## src/hw/rtl/tked_pkg.sv

```systemverilog
// Shared types and constants for the touch key event detector.
// No dependencies; used by the core, the divider, the checker and the testbench.
package tked_pkg;

   localparam int unsigned RUN_LEN_BITS  = 8;
   localparam int unsigned CSR_ADDR_BITS = 4;
   localparam int unsigned CSR_DATA_BITS = 32;
   localparam int unsigned READ_BITS     = 5;
   localparam int unsigned GATE_BITS     = 16;

   localparam logic [READ_BITS-1:0]    MAX_READ            = 5'd16;
   localparam logic [GATE_BITS-1:0]    GATE_RESET          = 16'd50;
   localparam logic [RUN_LEN_BITS-1:0] SAMPLE_COUNT_RESET  = 8'd50;

   typedef enum logic [1:0] {
      EV_NONE    = 2'd0,
      EV_TOUCH   = 2'd1,
      EV_RELEASE = 2'd2
   } event_code_type;

   typedef enum logic [1:0] {
      STAT_EVENT    = 2'd0,
      STAT_EMPTY    = 2'd1,
      STAT_DISABLED = 2'd2
   } status_type;

   typedef enum logic [1:0] {
      REG_ENABLE       = 2'd0,
      REG_GATE         = 2'd1,
      REG_SAMPLE_COUNT = 2'd2
   } reg_index_type;

   typedef enum logic {
      REQ_SAMPLE = 1'b0,
      REQ_READ   = 1'b1
   } req_kind_type;

   typedef enum logic [5:0] {
      ST_IDLE     = 6'b000001,
      ST_CMP      = 6'b000010,
      ST_DIV      = 6'b000100,
      ST_RD_START = 6'b001000,
      ST_RD_ADDR  = 6'b010000,
      ST_RD_DATA  = 6'b100000
   } state_type;

endpackage

```

## src/hw/rtl/tked_div.sv

```systemverilog
// Iterative restoring divider, one quotient bit per cycle.
// Depends on tked_pkg for the divisor width.
module tked_div #(
   parameter int unsigned DIVIDEND_BITS = 24
) (
   input  logic                                clock,
   input  logic                                reset,
   input  logic                                start,
   input  logic [DIVIDEND_BITS-1:0]            dividend,
   input  logic [tked_pkg::RUN_LEN_BITS-1:0]   divisor,
   output logic                                done,
   output logic [DIVIDEND_BITS-1:0]            quotient
);

   localparam int unsigned D     = tked_pkg::RUN_LEN_BITS;
   localparam int unsigned CNT_W = $clog2(DIVIDEND_BITS + 1);

   logic                     busy_ff, busy_in;
   logic                     done_ff, done_in;
   logic [CNT_W-1:0]         cnt_ff, cnt_in;
   logic [D-1:0]             rem_ff, rem_in;
   logic [D-1:0]             dvs_ff, dvs_in;
   logic [DIVIDEND_BITS-1:0] quo_ff, quo_in;
   logic [D:0]               rem_sh;
   logic [D:0]               diff;
   logic                     fits;

   always_comb begin
      rem_sh = {rem_ff, quo_ff[DIVIDEND_BITS-1]};
      fits   = rem_sh >= {1'b0, dvs_ff};
      diff   = rem_sh - {1'b0, dvs_ff};
      busy_in = busy_ff;
      done_in = 1'b0;
      cnt_in  = cnt_ff;
      rem_in  = rem_ff;
      dvs_in  = dvs_ff;
      quo_in  = quo_ff;
      if (start) begin
         busy_in = 1'b1;
         cnt_in  = CNT_W'(DIVIDEND_BITS);
         rem_in  = '0;
         dvs_in  = divisor;
         quo_in  = dividend;
      end else if (busy_ff) begin
         rem_in = fits ? diff[D-1:0] : rem_sh[D-1:0];
         quo_in = {quo_ff[DIVIDEND_BITS-2:0], fits};
         cnt_in = cnt_ff - CNT_W'(1);
         if (cnt_ff == CNT_W'(1)) begin
            busy_in = 1'b0;
            done_in = 1'b1;
         end
      end
   end

   always_ff @(posedge clock) begin
      if (reset) begin
         busy_ff <= 1'b0;
         done_ff <= 1'b0;
         cnt_ff  <= '0;
      end else begin
         busy_ff <= busy_in;
         done_ff <= done_in;
         cnt_ff  <= cnt_in;
      end
      rem_ff <= rem_in;
      dvs_ff <= dvs_in;
      quo_ff <= quo_in;
   end

   assign done     = done_ff;
   assign quotient = quo_ff;

endmodule

```

## src/hw/rtl/touch_key_event_detector_core.sv

```systemverilog
// Touch key event detector: baseline tracking, run detection, event FIFO.
// Depends on tked_pkg and tked_div.
//
// One item at a time. A capture sample is accepted, then goes through the
// threshold compare and run update; a sample that completes a run also waits
// for the serial divider that forms the new baseline. A read starts, then
// takes each event with an event memory read and an output register load,
// gives one result when nothing is delivered, and stretches while rsp_ready
// is low. Event memory has no reset sweep; the block is ready right after
// reset.
module touch_key_event_detector_core #(
   parameter int unsigned FIFO_DEPTH  = 16,
   parameter int unsigned SAMPLE_BITS = 16
) (
   input  logic                                 clock,
   input  logic                                 reset,
   input  logic                                 req_valid,
   output logic                                 req_ready,
   input  logic                                 req_type,
   input  logic [SAMPLE_BITS-1:0]               req_sample,
   input  logic [tked_pkg::READ_BITS-1:0]       req_read_count,
   output logic                                 rsp_valid,
   input  logic                                 rsp_ready,
   output logic [1:0]                           rsp_event_code,
   output logic [1:0]                           rsp_status,
   output logic                                 rsp_last,
   input  logic                                 csr_psel,
   input  logic                                 csr_penable,
   input  logic                                 csr_pwrite,
   input  logic [tked_pkg::CSR_ADDR_BITS-1:0]   csr_paddr,
   input  logic [tked_pkg::CSR_DATA_BITS-1:0]   csr_pwdata,
   output logic [tked_pkg::CSR_DATA_BITS-1:0]   csr_prdata,
   output logic                                 csr_pready
);

   localparam int unsigned LB     = tked_pkg::RUN_LEN_BITS;
   localparam int unsigned GB     = tked_pkg::GATE_BITS;
   localparam int unsigned RB     = tked_pkg::READ_BITS;
   localparam int unsigned DB     = tked_pkg::CSR_DATA_BITS;
   localparam int unsigned SUM_W  = SAMPLE_BITS + LB;
   localparam int unsigned TH_W   = ((SAMPLE_BITS > GB) ? SAMPLE_BITS : GB) + 1;
   localparam int unsigned PTR_W  = (FIFO_DEPTH > 1) ? $clog2(FIFO_DEPTH) : 1;
   localparam int unsigned FILL_W = $clog2(FIFO_DEPTH + 1);

   // configuration
   logic          enable_ff, enable_in;
   logic [GB-1:0] gate_ff, gate_in;
   logic [LB-1:0] scount_ff, scount_in;
   tked_pkg::reg_index_type csr_idx;
   logic          csr_wr;

   assign csr_idx    = tked_pkg::reg_index_type'(csr_paddr[3:2]);
   assign csr_wr     = csr_psel & csr_penable & csr_pwrite;
   assign csr_pready = 1'b1;

   always_comb begin
      enable_in  = enable_ff;
      gate_in    = gate_ff;
      scount_in  = scount_ff;
      csr_prdata = '0;
      unique case (csr_idx)
         tked_pkg::REG_ENABLE: begin
            csr_prdata = DB'(enable_ff);
            if (csr_wr) enable_in = csr_pwdata[0];
         end
         tked_pkg::REG_GATE: begin
            csr_prdata = DB'(gate_ff);
            if (csr_wr) gate_in = csr_pwdata[GB-1:0];
         end
         tked_pkg::REG_SAMPLE_COUNT: begin
            csr_prdata = DB'(scount_ff);
            if (csr_wr) scount_in = csr_pwdata[LB-1:0];
         end
         default: csr_prdata = '0;
      endcase
   end

   // detector and fifo state
   tked_pkg::state_type    state_ff, state_in;
   logic [SAMPLE_BITS-1:0] sample_ff, sample_in;
   logic [RB-1:0]          want_ff, want_in;
   logic [RB-1:0]          rd_cnt_ff, rd_cnt_in;
   logic [SAMPLE_BITS-1:0] baseline_ff, baseline_in;
   logic                   base_valid_ff, base_valid_in;
   logic [SUM_W-1:0]       run_sum_ff, run_sum_in;
   logic [LB-1:0]          run_len_ff, run_len_in;
   logic [1:0]             run_dir_ff, run_dir_in;
   logic [1:0]             last_rep_ff, last_rep_in;
   logic [PTR_W-1:0]       rd_ptr_ff, rd_ptr_in;
   logic [PTR_W-1:0]       wr_ptr_ff, wr_ptr_in;
   logic [FILL_W-1:0]      fill_ff, fill_in;
   logic                   rsp_valid_ff, rsp_valid_in;
   logic [1:0]             rsp_code_ff, rsp_code_in;
   logic [1:0]             rsp_status_ff, rsp_status_in;
   logic                   rsp_last_ff, rsp_last_in;
   logic [1:0]             event_mem [FIFO_DEPTH];
   logic [1:0]             rd_data_ff;

   logic                   push_en, pop_en, out_free, div_start, div_done;
   logic [SUM_W-1:0]       div_quo;
   logic [TH_W-1:0]        upper, lower, samp_x, base_x, gate_x;
   logic [1:0]             dir;
   logic [LB-1:0]          need, new_len;
   logic [SUM_W-1:0]       new_sum;
   logic                   last_evt;

   assign req_ready = (state_ff == tked_pkg::ST_IDLE);
   assign out_free  = ~rsp_valid_ff | rsp_ready;

   always_comb begin
      samp_x  = TH_W'(sample_ff);
      base_x  = TH_W'(baseline_ff);
      gate_x  = TH_W'(gate_ff);
      upper   = base_x + gate_x;
      lower   = (base_x > gate_x) ? (base_x - gate_x) : '0;
      need    = (scount_ff == '0) ? LB'(1) : scount_ff;
      if (samp_x > upper)      dir = tked_pkg::EV_TOUCH;
      else if (samp_x < lower) dir = tked_pkg::EV_RELEASE;
      else                     dir = tked_pkg::EV_NONE;
      new_len = ((run_dir_ff == dir) ? run_len_ff : '0) + LB'(1);
      new_sum = ((run_dir_ff == dir) ? run_sum_ff : '0) + SUM_W'(sample_ff);
      last_evt = (rd_cnt_ff == want_ff) || (fill_ff == '0);
   end

   always_comb begin
      state_in      = state_ff;
      sample_in     = sample_ff;
      want_in       = want_ff;
      rd_cnt_in     = rd_cnt_ff;
      baseline_in   = baseline_ff;
      base_valid_in = base_valid_ff;
      run_sum_in    = run_sum_ff;
      run_len_in    = run_len_ff;
      run_dir_in    = run_dir_ff;
      last_rep_in   = last_rep_ff;
      rd_ptr_in     = rd_ptr_ff;
      wr_ptr_in     = wr_ptr_ff;
      fill_in       = fill_ff;
      rsp_valid_in  = rsp_valid_ff & ~rsp_ready;
      rsp_code_in   = rsp_code_ff;
      rsp_status_in = rsp_status_ff;
      rsp_last_in   = rsp_last_ff;
      push_en       = 1'b0;
      pop_en        = 1'b0;
      div_start     = 1'b0;
      unique case (state_ff)
         tked_pkg::ST_IDLE: begin
            if (req_valid) begin
               sample_in = req_sample;
               want_in   = (req_read_count > tked_pkg::MAX_READ) ?
                           tked_pkg::MAX_READ : req_read_count;
               rd_cnt_in = '0;
               state_in  = (req_type == tked_pkg::REQ_READ) ?
                           tked_pkg::ST_RD_START : tked_pkg::ST_CMP;
            end
         end
         tked_pkg::ST_CMP: begin
            state_in = tked_pkg::ST_IDLE;
            if (enable_ff) begin
               if (dir == tked_pkg::EV_NONE) begin
                  run_sum_in = '0;
                  run_len_in = '0;
                  run_dir_in = tked_pkg::EV_NONE;
               end else begin
                  run_sum_in = new_sum;
                  run_len_in = new_len;
                  run_dir_in = dir;
                  if (new_len >= need) begin
                     div_start = 1'b1;
                     state_in  = tked_pkg::ST_DIV;
                  end
               end
            end
         end
         tked_pkg::ST_DIV: begin
            if (div_done) begin
               if (base_valid_ff) begin
                  push_en     = (last_rep_ff != run_dir_ff) &&
                                (fill_ff != FILL_W'(FIFO_DEPTH));
                  last_rep_in = run_dir_ff;
               end
               baseline_in   = div_quo[SAMPLE_BITS-1:0];
               base_valid_in = 1'b1;
               run_sum_in    = '0;
               run_len_in    = '0;
               state_in      = tked_pkg::ST_IDLE;
            end
         end
         tked_pkg::ST_RD_START: begin
            if (out_free) begin
               if (!enable_ff) begin
                  rsp_valid_in  = 1'b1;
                  rsp_code_in   = tked_pkg::EV_NONE;
                  rsp_status_in = tked_pkg::STAT_DISABLED;
                  rsp_last_in   = 1'b1;
                  state_in      = tked_pkg::ST_IDLE;
               end else if (want_ff == '0 || fill_ff == '0) begin
                  rsp_valid_in  = 1'b1;
                  rsp_code_in   = tked_pkg::EV_NONE;
                  rsp_status_in = tked_pkg::STAT_EMPTY;
                  rsp_last_in   = 1'b1;
                  state_in      = tked_pkg::ST_IDLE;
               end else begin
                  state_in = tked_pkg::ST_RD_ADDR;
               end
            end
         end
         tked_pkg::ST_RD_ADDR: begin
            pop_en    = 1'b1;
            rd_ptr_in = (rd_ptr_ff == PTR_W'(FIFO_DEPTH - 1)) ? '0 : rd_ptr_ff + PTR_W'(1);
            fill_in   = fill_ff - FILL_W'(1);
            rd_cnt_in = rd_cnt_ff + RB'(1);
            state_in  = tked_pkg::ST_RD_DATA;
         end
         tked_pkg::ST_RD_DATA: begin
            if (out_free) begin
               rsp_valid_in  = 1'b1;
               rsp_code_in   = rd_data_ff;
               rsp_status_in = tked_pkg::STAT_EVENT;
               rsp_last_in   = last_evt;
               state_in      = last_evt ? tked_pkg::ST_IDLE : tked_pkg::ST_RD_ADDR;
            end
         end
         default: state_in = tked_pkg::ST_IDLE;
      endcase
      if (push_en) begin
         wr_ptr_in = (wr_ptr_ff == PTR_W'(FIFO_DEPTH - 1)) ? '0 : wr_ptr_ff + PTR_W'(1);
         fill_in   = fill_ff + FILL_W'(1);
      end
   end

   always_ff @(posedge clock) begin
      if (reset) begin
         enable_ff     <= 1'b0;
         gate_ff       <= tked_pkg::GATE_RESET;
         scount_ff     <= tked_pkg::SAMPLE_COUNT_RESET;
         state_ff      <= tked_pkg::ST_IDLE;
         base_valid_ff <= 1'b0;
         baseline_ff   <= '0;
         run_sum_ff    <= '0;
         run_len_ff    <= '0;
         run_dir_ff    <= tked_pkg::EV_NONE;
         last_rep_ff   <= tked_pkg::EV_NONE;
         rd_ptr_ff     <= '0;
         wr_ptr_ff     <= '0;
         fill_ff       <= '0;
         rsp_valid_ff  <= 1'b0;
      end else begin
         enable_ff     <= enable_in;
         gate_ff       <= gate_in;
         scount_ff     <= scount_in;
         state_ff      <= state_in;
         base_valid_ff <= base_valid_in;
         baseline_ff   <= baseline_in;
         run_sum_ff    <= run_sum_in;
         run_len_ff    <= run_len_in;
         run_dir_ff    <= run_dir_in;
         last_rep_ff   <= last_rep_in;
         rd_ptr_ff     <= rd_ptr_in;
         wr_ptr_ff     <= wr_ptr_in;
         fill_ff       <= fill_in;
         rsp_valid_ff  <= rsp_valid_in;
      end
      sample_ff     <= sample_in;
      want_ff       <= want_in;
      rd_cnt_ff     <= rd_cnt_in;
      rsp_code_ff   <= rsp_code_in;
      rsp_status_ff <= rsp_status_in;
      rsp_last_ff   <= rsp_last_in;
   end

   // event memory, registered read
   always_ff @(posedge clock) begin
      if (push_en) event_mem[wr_ptr_ff] <= run_dir_ff;
      if (pop_en)  rd_data_ff <= event_mem[rd_ptr_ff];
   end

   tked_div #(
      .DIVIDEND_BITS (SUM_W)
   ) u_div (
      .clock    (clock),
      .reset    (reset),
      .start    (div_start),
      .dividend (new_sum),
      .divisor  (new_len),
      .done     (div_done),
      .quotient (div_quo)
   );

   assign rsp_valid      = rsp_valid_ff;
   assign rsp_event_code = rsp_code_ff;
   assign rsp_status     = rsp_status_ff;
   assign rsp_last       = rsp_last_ff;

endmodule

```

## config.mk

```make
export PLATFORM = sky130hd
export DESIGN_NAME = touch_key_event_detector_core
export DESIGN_NICKNAME = d
export VERILOG_FILES = /design/src/hw/rtl/tked_pkg.sv /design/src/hw/rtl/tked_div.sv /design/src/hw/rtl/touch_key_event_detector_core.sv
export SDC_FILE = /design/constraint.sdc
export NUM_CORES = 1
export LEC_CHECK = 0
export BUFFER_PORTS_ARGS = -buffer_cell sky130_fd_sc_hd__buf_2
export CORE_AREA = 2 2 138 241
export CTS_BUF_LIST = sky130_fd_sc_hd__clkbuf_2
export DETAILED_ROUTE_END_ITERATION = 8
export DIE_AREA = 0 0 140 243
export GPL_TIMING_DRIVEN = 0
export PLACE_DENSITY_LB_ADDON = 0.25
export SLEW_MARGIN = 20
export SYNTH_ARGS = -nofsm -noshare
export SYNTH_HDL_FRONTEND = slang
export SYNTH_HIERARCHICAL = 1
export SYNTH_SLANG_ARGS = --single-unit
```

## constraint.sdc

```tcl
create_clock -name clock -period 10.92 [get_ports clock]
set_input_delay 1.092 -clock clock [delete_from_list [all_inputs] [get_ports clock]]
set_output_delay 1.092 -clock clock [all_outputs]
set_load 0.1 [all_outputs]
```

==> impl_metrics.yaml <==
outcome:
  status: "complete, but fails checks"
  violations: "DRC"
clocking:
  clkTransAtPathRegs_ns: 0.11
  tritoncts: "built"
  cts_sinks: 210
  ctsHoldBuffers: 0
  clk_path_buf_depth: 3
  ctsResizeCount: 0
  insertion_delay_ns: 0.90
  cts_made_buffers: 49
  htree_num_levels: 2
  post_cts_buffers: 0
  cts_root_buf: "clkbuf_2"
worst_setup_path:
  cp-start-kind: "flop"
  slowest_stage: "inv_1"
  cp.arrival_ns: 10.09
  crit_path_max_incr_delay_ns: 0.74
  crit_path_end: "u_div/quotient[9]$_DFFE_PP_"
  criticalPathCategory: "reg2reg"
  r2r_end: "u_div/quotient[9]$_DFFE_PP_"
  r2r-start: "gate_ff[2]$_SDFFE_PP0P_"
  crit_start: "gate_ff[2]$_SDFFE_PP0P_"
  ff2ff_setup_slack_ns: 1.31
  worstPathRequired_ns: 11.39
  cp_common_cell: "ha_1"
  crit_path_end_kind: "flop"
  cp_max_fo: 24
  r2r_cells: 35
logic_synthesis:
  yosysWarnings: 6
  synthesis.area_um2: 12690
  synth_top_area_share: 0.2295
  dominantRegCellSynth: "dfxtp_1"
  seq_area_frac_synth: 0.4077
  ys_ff_latch: 210
  synth-simple-area-share: 0.1796
  syn_area_per_cell_um2: 9.479
  async_flop_share: 0
  synth_area_leaders: "edfxtp_1 (23%), dfxtp_1 (18%), ha_1 (10%)"
  synthAdderAreaFrac: 0.1124
  synth_area_leader_cell: "edfxtp_1"
  synth_compound_area_frac: 0.1447
  syn_inst: 1339
  synthXorXnorAreaFrac: 0.05382
  synth_top_family_by_area: "simple AND/OR/NAND/NOR gates"
  synthMuxAreaShare: 0.05097
  synth_edf_count: 97
  yosysUniqueCellTypes: 85
die:
  die_y_um: 243
  ioPinCount: 105
  start_util: 0.3952
  dieArea_um2: 34020
  rows: 87
  coreArea_um2: 32110
  dieWidth_um: 140
placed_design:
  io_buffers: 69
  placed_area_um2: 13600
  hpwl_um: 26240
  gp_congestion: 0.9019
cells_and_area:
  final_util: 0.4396
  regArea_um2: 5175
  fillers: 3173
  drive_above_1_share: 0.1650
  fin_nets: 1650
  area_growth_pct: 11.23
  multi_input_area_um2: 6952
  fin_area_um2: 14120
global_route:
  grt_max_degree: 25
  grtUsageTotal: 0.1973
  overflow: 0
  antenna_found_initial: 5
  grt_pass1_vias: 10200
  grt_pass1_wl_um: 52770
routing:
  avgRoutedWirePerCell_um: 17.60
  drt-total-wl_um: 33720
  detail-route-antenna-nets: 0
  viasPerCell: 5.299
  first_iter_violations: 549
  vias: 10150
  post-route-drc-count: 5
  drt_first_pass_iters: 9
timing:
  rsz0062_at_grt: "false"
  drv_slew: 0
  fmax_ghz: 0.1040
  hold_violations: 0
  worst_pin_slew_ns: 1.021
  finalCritPeriodShare: 0.8804
  tns_ns: 0
  setup_viol: 0
  finalCriticalPeriod_ns: 9.614
  fin_hold_ws_ns: 0.3668
  finClkSkew_ns: 0.06835
  relSlewSlack: 0.3186
pwr:
  p_total_uw: 1627
  leakagePower_uw: 0.005615
  vdd_drop_max_v: 0.00007754
  power.density_nw_per_um2: 115.2
run:
  drv_cap: 0
min_path:
  hp-class: "in2reg"
-- Yosys cell counts (8+ instances only) --
cell type and number:
nand3_1 34, o21ai_0 31, nor2b_1 36, nor2_1 137
a211oi_1 13, dfxtp_1 113, xor2_1 31, o21bai_1 8
a31oi_1 8, o21a_1 12, edfxtp_1 97, o211ai_1 15
a22o_1 8, buf_2 11, nand2_1 142, inv_1 73
xnor2_1 47, nor4_1 8, clkbuf_1 33, nor3_1 20
and2_1 18, nand2b_1 19, a22oi_1 22, mux4_2 10
mux2_2 25, a21o_1 10, mux2i_1 14, a21oi_1 94
buf_4 17, ha_1 106
-- report_power, final --
| group | total (uW) | switching [uW] | leakage [uW] | internal (uW) |
|---|---|---|---|---|
| Combinational | 206 | 137 | 0.00343 | 68.7 |
| Sequential | 855 | 19.2 | 0.00181 | 835 |
| Clock | 566 | 332 | 0.000374 | 234 |
| Total | 1630 | 488 | 0.00561 | 1140 |
-- worst max-delay path: cells and delay by family (launching register included) --
kind / cells / cell delay (ns)
compound gates: 14 / 3.34
xor+xnor: 2 / 0.60
fa+ha+maj: 4 / 1.05
buf+inv: 6 / 1.94
flops: 1 / 0.44
simple gates: 9 / 1.81
-- cells in the final DEF (no fill, tap or decap), types with 8 or more instances in the layout --
cell and instances:
a211oi_1 13, a21o_1 10, a21oi_1 94, a22o_1 8
a22oi_1 22, a31oi_1 8, and2_1 18, buf_2 80
buf_4 17, clkbuf_1 33, clkbuf_2 76, clkinv_1 9
conb_1 17, dfxtp_1 113, edfxtp_1 97, ha_1 106
inv_1 73, mux2_2 25, mux2i_1 14, mux4_2 10
nand2_1 142, nand2b_1 19, nand3_1 34, nor2_1 137
nor2b_1 36, nor3_1 18, nor4_1 8, o211ai_1 15
o21a_1 12, o21ai_0 31, o21bai_1 8, xnor2_1 47
xor2_1 31
-- cell type report --
cell class,count,share of cell area
Multi-Input combinational cell,999,0.4924
Timing Repair Buffer,69,0.02446
Buffer,70,0.02517
Antenna cell,1,0.0001773
Tap cell,400,0.03545
Clock buffer,76,0.02694
Inverter,75,0.01994
Sequential cell,210,0.3666
Clock inverter,16,0.008863
-- stage by stage --
stage | cells | setup slack [ns]
floorplan | 1354 | 2.989
global placement | 1823 | 0.9546
detailed placement | 1823 | 1.224
CTS | 1915 | 1.197
global route | 1916 | 0.4938
finish | 1916 | 1.306
-- cells by family (layout without fill, tap and decap cells) --
logic type | Yosys count | after routing
flops | 210 | 210
xor+xnor | 78 | 78
buf+inv | 145 | 306
fa+ha+maj | 111 | 111
mux | 49 | 49
compound gates | 272 | 272
simple gates | 472 | 472
other cells | 2 | 18
-- how the worst min path moves through the flow --
stage / slack [ns] / to / startpoint / cells after the start
3_3_place_gp: 0.45 / run_sum_ff[15]$_SDFFE_PP0P_ / run_sum_ff[15]$_SDFFE_PP0P_ / 1
4_1_cts: 0.25 / state_ff[1]$_SDFFE_PP0P_ / req_type / 2
5_1_grt: 0.29 / state_ff[1]$_SDFFE_PP0P_ / req_type / 2
6_report: 0.37 / state_ff[1]$_SDFFE_PP0P_ / req_type / 2
3_5_place_dp: 0.46 / run_sum_ff[15]$_SDFFE_PP0P_ / run_sum_ff[15]$_SDFFE_PP0P_ / 1
2_1_floorplan: 0.43 / run_sum_ff[15]$_SDFFE_PP0P_ / run_sum_ff[15]$_SDFFE_PP0P_ / 1
-- registers in the layout, summed over array words and instances (netlist names), 4 cells and up --
signal and cells:
u_div/rem_ff 8, rd_cnt_ff 5, run_sum_ff 24, rd_ptr_ff 4
u_div/cnt_ff 5, fill_ff 5, sample_ff 16, u_div/quotient 24
run_len_ff 8, scount_ff 8, baseline_ff 16, event_mem 32
wr_ptr_ff 4, want_ff 5, state_ff 6, gate_ff 16
u_div/dvs_ff 8
-- layer usage --
layer | GRT usage | wire (um) | share of wire
met5 | 0 | 57 | 0.0017
met4 | 0.1212 | 2007 | 0.060
met3 | 0.03729 | 1337 | 0.040
met2 | 0.3660 | 17760 | 0.53
met1 | 0.2020 | 12560 | 0.37
No activity file was read; power rests on OpenSTA's default activity.
